==> config.mk <==
export PLATFORM = sky130hd
export DESIGN_NAME = murmur3_32_hash_stream_unit
export DESIGN_NICKNAME = d
export VERILOG_FILES = /design/src/rtl/mm3_pkg.sv /design/src/rtl/mm3_fifo.sv /design/src/rtl/mm3_front.sv /design/src/rtl/mm3_back.sv /design/src/rtl/murmur3_32_hash_stream_unit.sv
export SDC_FILE = /design/constraint.sdc
export NUM_CORES = 2
export LEC_CHECK = 0
export BUFFER_PORTS_ARGS = -buffer_cell sky130_fd_sc_hd__buf_2
export CAP_MARGIN = 20
export CORE_UTILIZATION = 35
export CTS_CLUSTER_SIZE = 12
export DETAILED_ROUTE_END_ITERATION = 7
export PLACE_DENSITY_LB_ADDON = 0.05
export SLEW_MARGIN = 10
export SYNTH_ARGS = -nofsm -noshare
export SYNTH_HDL_FRONTEND = slang
export SYNTH_SLANG_ARGS = --single-unit
export TNS_END_PERCENT = 10
==> constraint.sdc <==
create_clock -name clock -period 22.9 [get_ports clock]
set_input_delay 2.29 -clock clock [delete_from_list [all_inputs] [get_ports clock]]
set_output_delay 2.29 -clock clock [all_outputs]
set_load 0.02 [all_outputs]
==> src/rtl/mm3_pkg.sv <==
package mm3_pkg;

   localparam logic [31:0] C1         = 32'hcc9e2d51;
   localparam logic [31:0] C2         = 32'h1b873593;
   localparam logic [31:0] MIX_ADD    = 32'he6546b64;
   localparam logic [31:0] F1         = 32'h85ebca6b;
   localparam logic [31:0] F2         = 32'hc2b2ae35;
   localparam logic [31:0] SEED_RESET = 32'd42;

   // byte counts carried with a scrambled word
   localparam logic [2:0] NB_NONE = 3'd0;
   localparam logic [2:0] NB_ONE  = 3'd1;
   localparam logic [2:0] NB_TWO  = 3'd2;
   localparam logic [2:0] NB_THREE = 3'd3;
   localparam logic [2:0] NB_FULL = 3'd4;

   typedef struct packed {
      logic [31:0] k;
      logic [2:0]  nbytes;
      logic        last;
   } work_type;

   typedef struct packed {
      logic [31:0] hash_value;
      logic [31:0] message_length;
   } rsp_type;

endpackage

==> src/rtl/mm3_fifo.sv <==
module mm3_fifo #(
   parameter int DEPTH = 4,
   parameter int WIDTH = 8
) (
   input  logic                         clock,
   input  logic                         reset,
   input  logic                         push,
   input  logic [WIDTH-1:0]             wdata,
   input  logic                         pop,
   output logic [WIDTH-1:0]             rdata,
   output logic                         empty,
   output logic [$clog2(DEPTH+1)-1:0]   count
);

   localparam int IDX_W = $clog2(DEPTH);
   localparam int CNT_W = $clog2(DEPTH+1);

   logic [WIDTH-1:0] mem_ff [DEPTH];
   logic [IDX_W-1:0] wr_ptr_ff, wr_ptr_in;
   logic [IDX_W-1:0] rd_ptr_ff, rd_ptr_in;
   logic [CNT_W-1:0] cnt_ff, cnt_in;
   logic             do_pop;

   assign empty  = (cnt_ff == '0);
   assign count  = cnt_ff;
   assign rdata  = mem_ff[rd_ptr_ff];
   assign do_pop = pop && !empty;

   always_comb begin
      wr_ptr_in = wr_ptr_ff;
      rd_ptr_in = rd_ptr_ff;
      cnt_in    = cnt_ff;
      if (push) begin
         wr_ptr_in = (wr_ptr_ff == IDX_W'(DEPTH-1)) ? '0 : wr_ptr_ff + 1'b1;
      end
      if (do_pop) begin
         rd_ptr_in = (rd_ptr_ff == IDX_W'(DEPTH-1)) ? '0 : rd_ptr_ff + 1'b1;
      end
      if (push && !do_pop) begin
         cnt_in = cnt_ff + 1'b1;
      end else if (!push && do_pop) begin
         cnt_in = cnt_ff - 1'b1;
      end
   end

   always_ff @(posedge clock) begin
      if (reset) begin
         wr_ptr_ff <= '0;
         rd_ptr_ff <= '0;
         cnt_ff    <= '0;
      end else begin
         wr_ptr_ff <= wr_ptr_in;
         rd_ptr_ff <= rd_ptr_in;
         cnt_ff    <= cnt_in;
      end
   end

   always_ff @(posedge clock) begin
      if (push) begin
         mem_ff[wr_ptr_ff] <= wdata;
      end
   end

endmodule

==> src/rtl/mm3_front.sv <==
module mm3_front #(
   parameter int DEPTH = 4
) (
   input  logic                        clock,
   input  logic                        reset,
   input  logic                        push,
   input  logic [31:0]                 data_word,
   input  logic [2:0]                  valid_bytes,
   input  logic                        last,
   input  logic [$clog2(DEPTH+1)-1:0]  queue_count,
   output logic                        full,
   output logic                        work_push,
   output mm3_pkg::work_type           work
);

   localparam int CNT_W = $clog2(DEPTH+1);

   logic        accept;
   logic [2:0]  nb;
   logic [31:0] masked;
   logic [CNT_W:0] used;

   logic        v1_ff, v1_in;
   logic [31:0] m1_ff, m1_in;
   logic [2:0]  nb1_ff;
   logic        last1_ff;

   logic        v2_ff, v2_in;
   logic [31:0] k2_ff, k2_in;
   logic [31:0] rot1;
   logic [2:0]  nb2_ff;
   logic        last2_ff;

   // words in the scramble stages hold a queue slot already
   assign used   = {1'b0, queue_count} + (CNT_W+1)'(v1_ff) + (CNT_W+1)'(v2_ff);
   assign full   = (used >= (CNT_W+1)'(DEPTH));
   assign accept = push && !full;

   always_comb begin
      // non-last words always count as a full word
      if (!last || (valid_bytes > mm3_pkg::NB_FULL)) begin
         nb = mm3_pkg::NB_FULL;
      end else begin
         nb = valid_bytes;
      end
      case (nb)
         mm3_pkg::NB_NONE:  masked = 32'h0;
         mm3_pkg::NB_ONE:   masked = {24'h0, data_word[7:0]};
         mm3_pkg::NB_TWO:   masked = {16'h0, data_word[15:0]};
         mm3_pkg::NB_THREE: masked = {8'h0, data_word[23:0]};
         default:           masked = data_word;
      endcase
   end

   assign v1_in = accept;
   assign m1_in = masked * mm3_pkg::C1;
   assign rot1  = {m1_ff[16:0], m1_ff[31:17]};
   assign v2_in = v1_ff;
   assign k2_in = rot1 * mm3_pkg::C2;

   always_ff @(posedge clock) begin
      if (reset) begin
         v1_ff <= 1'b0;
         v2_ff <= 1'b0;
      end else begin
         v1_ff <= v1_in;
         v2_ff <= v2_in;
      end
   end

   always_ff @(posedge clock) begin
      m1_ff    <= m1_in;
      nb1_ff   <= nb;
      last1_ff <= last;
      k2_ff    <= k2_in;
      nb2_ff   <= nb1_ff;
      last2_ff <= last1_ff;
   end

   assign work_push   = v2_ff;
   assign work.k      = k2_ff;
   assign work.nbytes = nb2_ff;
   assign work.last   = last2_ff;

endmodule

==> src/rtl/mm3_back.sv <==
module mm3_back #(
   parameter int DEPTH = 4
) (
   input  logic                        clock,
   input  logic                        reset,
   input  logic [31:0]                 seed,
   input  logic                        work_empty,
   input  mm3_pkg::work_type           work,
   output logic                        work_pop,
   input  logic [$clog2(DEPTH+1)-1:0]  rsp_count,
   output logic                        rsp_push,
   output mm3_pkg::rsp_type            rsp
);

   localparam int CNT_W = $clog2(DEPTH+1);

   logic        in_msg_ff, in_msg_in;
   logic [31:0] hash_ff, hash_in;
   logic [31:0] total_ff, total_in;

   logic [31:0] h_base, len_base, h_x, h_rot, h_new, len_new;
   logic [CNT_W+1:0] used;
   logic        rsp_room;

   logic        f1_ff, f1_in;
   logic [31:0] v0_ff, v0_in;
   logic [31:0] len1_ff;
   logic        f2_ff;
   logic [31:0] p1_ff, p1_in, x1;
   logic [31:0] len2_ff;
   logic        f3_ff;
   logic [31:0] p2_ff, p2_in, x2;
   logic [31:0] len3_ff;

   // finalizer stages hold a result slot already
   assign used = (CNT_W+2)'(rsp_count) + (CNT_W+2)'(f1_ff) + (CNT_W+2)'(f2_ff)
               + (CNT_W+2)'(f3_ff);
   assign rsp_room = (used < (CNT_W+2)'(DEPTH));
   assign work_pop = !work_empty && (!work.last || rsp_room);

   always_comb begin
      h_base   = in_msg_ff ? hash_ff : seed;
      len_base = in_msg_ff ? total_ff : 32'h0;
      h_x      = h_base ^ work.k;
      h_rot    = {h_x[18:0], h_x[31:19]};
      case (work.nbytes)
         mm3_pkg::NB_FULL: h_new = h_rot + {h_rot[29:0], 2'b00} + mm3_pkg::MIX_ADD;
         mm3_pkg::NB_NONE: h_new = h_base;
         default:          h_new = h_x;
      endcase
      len_new = len_base + {29'h0, work.nbytes};

      in_msg_in = in_msg_ff;
      hash_in   = hash_ff;
      total_in  = total_ff;
      f1_in     = 1'b0;
      v0_in     = h_new ^ len_new;
      if (work_pop) begin
         if (work.last) begin
            in_msg_in = 1'b0;
            f1_in     = 1'b1;
         end else begin
            in_msg_in = 1'b1;
            hash_in   = h_new;
            total_in  = len_new;
         end
      end
   end

   assign x1    = v0_ff ^ {16'h0, v0_ff[31:16]};
   assign p1_in = x1 * mm3_pkg::F1;
   assign x2    = p1_ff ^ {13'h0, p1_ff[31:13]};
   assign p2_in = x2 * mm3_pkg::F2;

   always_ff @(posedge clock) begin
      if (reset) begin
         in_msg_ff <= 1'b0;
         f1_ff     <= 1'b0;
         f2_ff     <= 1'b0;
         f3_ff     <= 1'b0;
      end else begin
         in_msg_ff <= in_msg_in;
         f1_ff     <= f1_in;
         f2_ff     <= f1_ff;
         f3_ff     <= f2_ff;
      end
   end

   always_ff @(posedge clock) begin
      hash_ff  <= hash_in;
      total_ff <= total_in;
      v0_ff    <= v0_in;
      len1_ff  <= len_new;
      p1_ff    <= p1_in;
      len2_ff  <= len1_ff;
      p2_ff    <= p2_in;
      len3_ff  <= len2_ff;
   end

   assign rsp_push           = f3_ff;
   assign rsp.hash_value     = p2_ff ^ {16'h0, p2_ff[31:16]};
   assign rsp.message_length = len3_ff;

endmodule

==> src/rtl/murmur3_32_hash_stream_unit.sv <==
// Channel  | Direction | Handshake              | Payload
// req_     | in        | req_push / req_full    | data_word, valid_bytes, last
// rsp_     | out       | rsp_empty / rsp_pop    | hash_value, message_length
// csr_     | in        | csr_valid / csr_ready  | seed
//
// Sustained rate is one word per cycle while req_full is low and no last word
// waits for result room; scramble stages, work queue and update loop each
// move one word a cycle. Results leave via the finalizer and result queue.
// Reset empties both queues and the pipeline and loads seed 42.
// req_full rises once the work queue and scramble stages hold WORK_DEPTH words;
// a last word waits in the queue while the result queue and finalizer hold
// RSP_DEPTH results.
module murmur3_32_hash_stream_unit #(
   parameter int WORK_DEPTH = 4,
   parameter int RSP_DEPTH  = 4
) (
   input  logic        clock,
   input  logic        reset,
   input  logic        req_push,
   output logic        req_full,
   input  logic [31:0] req_data_word,
   input  logic [2:0]  req_valid_bytes,
   input  logic        req_last,
   output logic        rsp_empty,
   input  logic        rsp_pop,
   output logic [31:0] rsp_hash_value,
   output logic [31:0] rsp_message_length,
   input  logic        csr_valid,
   output logic        csr_ready,
   input  logic [31:0] csr_seed
);

   localparam int WCNT_W = $clog2(WORK_DEPTH+1);
   localparam int RCNT_W = $clog2(RSP_DEPTH+1);
   localparam int WORK_W = $bits(mm3_pkg::work_type);
   localparam int RSP_W  = $bits(mm3_pkg::rsp_type);

   logic [31:0] seed_ff, seed_in;

   logic              work_push, work_pop, work_empty;
   mm3_pkg::work_type work_wr, work_rd;
   logic [WCNT_W-1:0] work_count;

   logic              rsp_push;
   mm3_pkg::rsp_type  rsp_wr, rsp_rd;
   logic [RCNT_W-1:0] rsp_count;

   assign csr_ready = 1'b1;
   assign seed_in   = (csr_valid && csr_ready) ? csr_seed : seed_ff;

   always_ff @(posedge clock) begin
      if (reset) begin
         seed_ff <= mm3_pkg::SEED_RESET;
      end else begin
         seed_ff <= seed_in;
      end
   end

   mm3_front #(.DEPTH(WORK_DEPTH)) u_front (
      .clock       (clock),
      .reset       (reset),
      .push        (req_push),
      .data_word   (req_data_word),
      .valid_bytes (req_valid_bytes),
      .last        (req_last),
      .queue_count (work_count),
      .full        (req_full),
      .work_push   (work_push),
      .work        (work_wr)
   );

   mm3_fifo #(.DEPTH(WORK_DEPTH), .WIDTH(WORK_W)) u_work_q (
      .clock (clock),
      .reset (reset),
      .push  (work_push),
      .wdata (work_wr),
      .pop   (work_pop),
      .rdata (work_rd),
      .empty (work_empty),
      .count (work_count)
   );

   mm3_back #(.DEPTH(RSP_DEPTH)) u_back (
      .clock      (clock),
      .reset      (reset),
      .seed       (seed_ff),
      .work_empty (work_empty),
      .work       (work_rd),
      .work_pop   (work_pop),
      .rsp_count  (rsp_count),
      .rsp_push   (rsp_push),
      .rsp        (rsp_wr)
   );

   mm3_fifo #(.DEPTH(RSP_DEPTH), .WIDTH(RSP_W)) u_rsp_q (
      .clock (clock),
      .reset (reset),
      .push  (rsp_push),
      .wdata (rsp_wr),
      .pop   (rsp_pop),
      .rdata (rsp_rd),
      .empty (rsp_empty),
      .count (rsp_count)
   );

   assign rsp_hash_value     = rsp_rd.hash_value;
   assign rsp_message_length = rsp_rd.message_length;

endmodule

==> impl_results.md <==
* Fin worst setup slack at 13.67 ns
* Setup Slack @ Placement at about 13 ns
* Post-synth top area share at a little under a quarter
* Hpwl dp at 132,000 um
* Drt wl/cell at 20.8 um
* Routed Antenna Nets at 0
* Post-CTS Hold Buffers at 0
* Period minus WS final at 9.23 ns
* CP Data Required Time at roughly 23 ns
* Max cap viols at 0
* Largest family of logic cells by synthesized area: adder cells
* WP data arrival at slightly below 10 ns
* Post-CTS Setup Bufs at 0
* Synth top area cells: fa_1 24%, edfxtp_1 22%, ha_1 17%
* Register bank with the most flops: u_rsp_q.mem_ff
* Final hold violations at 0
* Pre-antenna DRT Iters at 5
* Worst-skew pair later-pin latency at between 0.7 and 0.8 ns
* CTS H-Tree Depth at 3
* Detailed Route WL at between 150,000 and 200,000 um
* Number of synthesized flops with an enable pin at around 460
* Synth Net Count at 6,736
* Initial DRC count at between 1,500 and 2,000
* Via Count at 35,524
* Distinct cells, synth at 86
* Io pins at 140
* Initial antenna violation count at 2
* Pin slew with the least headroom to its limit at approximately 1.1 ns
* Mux share of post-synthesis cell area at roughly 4.9%
* Slew HR at 29.3%
* Clock Path Buffers at 3
* Hold Path Class: flop to flop
* Cell with the most instances after synthesis: inv_1
* Mapped cell area at around 62,000 um^2
* Final nets at 6,942
* Tot GR Track Use at between 10% and 20%
* DIE HEIGHT at ~420 um
* Number of global-route vias before repair at between 30,000 and 40,000
* Root buffer cell: clkbuf_16
* Seq/Total Area, Yosys at about a third
* Row Count at between 150 and 200
* Routed vias/inst at 4.61
* RSZ-0062 raised after global routing: no
* Port Buffers at between 100 and 150
* Outcome: finished clean
* CTS tree: built
* CTS Buf Count at 89
* CP Launch Type: input pin
* Pins Over Slew Limit at 0
* Largest register FFs at 256
* Core area at between 150,000 and 200,000 um^2
* Area Growth Syn to Fin at 10.7%
* TNS Setup at 0 ns
* DRC violations left at 0
* CP Capture Type: flop
* Num Clock Sinks at around 800
* Final Skew at 0.103 ns
* Die footprint at 179,000 um^2
* Compound-gate portion of the synthesized area at roughly 4.8%
* Synth Area in XOR/XNOR at under 10%
* Reg clk slew, reported paths at roughly 0.060 ns
* Fraction of layout cells with a size suffix above 1 at between 8 and 9%
* Die X at approximately 420 um
* Most instantiated cells after synthesis: 1,201 x inv_1, 844 x ha_1, 729 x fa_1
* Asr flop ratio synth at 0%
* Avg Inst Size Synth at ~12 um^2
* Setup violations, final at 0
* CP Max Fanout at 13
* Post-Synthesis Cells at around 5,100
* Fmax at between 100 and 150 MHz
* Post-cts sizing count at 0
* Starting density of the core at 35.2%
* Flops & latches, synth at about 780
* Fin crit share at 40.3%
* Synth Warn # at 0
* Largest net degree at the start of global routing at between 60 and 70
* Adder-Cell Fraction of Synth Area at 40.5%
* Post-synthesis simple-gate area fraction at under 10%
* Gp weighted congestion at between 0.8 and 0.9
* Ys flop type: edfxtp_1
* CP Class: input pin to flop
* First-pass GRT wire length at roughly 250,000 um
* Largest regs: u_rsp_q.mem_ff x256, u_work_q.mem_ff x144
* Cell taking the most area after synthesis: fa_1
* Grt ovf at 0
## worst max-delay path: stages
cell and delay, ns:
buf_2 0.10, nand2b_1 0.06, buf_4 0.26, nand2b_1 0.30, nor2_1 0.23, nor2b_1 0.86, ha_1 0.43, xor2_1 0.21
ha_1 0.22, a21o_1 0.18, fa_1 0.41, fa_1 0.46, fa_1 0.54, inv_1 0.05, fa_1 0.54, inv_1 0.05
fa_1 0.37, ha_1 0.21, ha_1 0.36, a21o_1 0.18, a21oi_1 0.17, nor2b_1 0.09, a21o_1 0.16, a311oi_1 0.33
o31ai_1 0.18, a21o_1 0.20, a21o_1 0.18, xor2_1 0.14
## routing by layer
layer	share of wire (%)	wire (um)	vias up	track usage [%]
li1	-	-	17066	-
met1	49	78500	17865	26.8
met2	46	74200	464	29.4
met3	2.9	4700	129	2.19
met4	1.8	2950	0	3.89
met5	0	0	-	0
## kinds of logic after synthesis
family	Yosys count
adders and majority gates	1573
buffers and inverters	1262
DFF	784
and+or+nand+nor	465
AOI/OAI and AO/OA	432
xor gates and xnor gates	397
muxes	176
other	1
## worst paths after layout
check | start | to | slack (ns) | depth (start not counted)
setup / recovery | req_last | u_front.m1_ff[29] | 13.67 | 28
hold / removal | u_back.len2_ff[13] | u_back.len3_ff[13] | 0.32 | 0
setup reg to reg | u_back.v0_ff[23] | u_back.p1_ff[31] | 14.76 | 21
hold reg to reg | u_back.len2_ff[13] | u_back.len3_ff[13] | 0.32 | 0
## per-stage QoR
step / cells / util, % / hold slack, ns / cell area, um^2
3_3_place_gp: 7545 / 37.3 / 0.312 / 65800
2_1_floorplan: 5090 / - / 0.310 / 62100
6_report: 7714 / 39.0 / 0.324 / 68700
5_1_grt: 7710 / 39.0 / 0.327 / 68700
4_1_cts: 7710 / 39.0 / 0.321 / 68700
3_5_place_dp: 7545 / 37.3 / 0.312 / 65800
## layout make-up
type	count	area (um^2)
multi-input cells	3044	37000
diodes	4	10.0
flip-flops and latches	784	20400
repair buffers	176	976
well taps	2340	2930
inverters	1201	4510
clock buffers	130	2510
fillers	17227	107000
clock inverters	35	440
## cells in the final DEF, fill, tap and decap left out, drive strengths merged, types with 121 or more instances in the layout
cell	n
dfxtp	320
nor2	136
a21oi	121
xor2	162
inv	1206
ha	844
edfxtp	464
clkbuf	130
xnor2	234
buf	176
fa	729
Power is left out: the tool's default activity adds up to more than one toggle a clock period on the data nets, which glitch-free logic cannot reach.
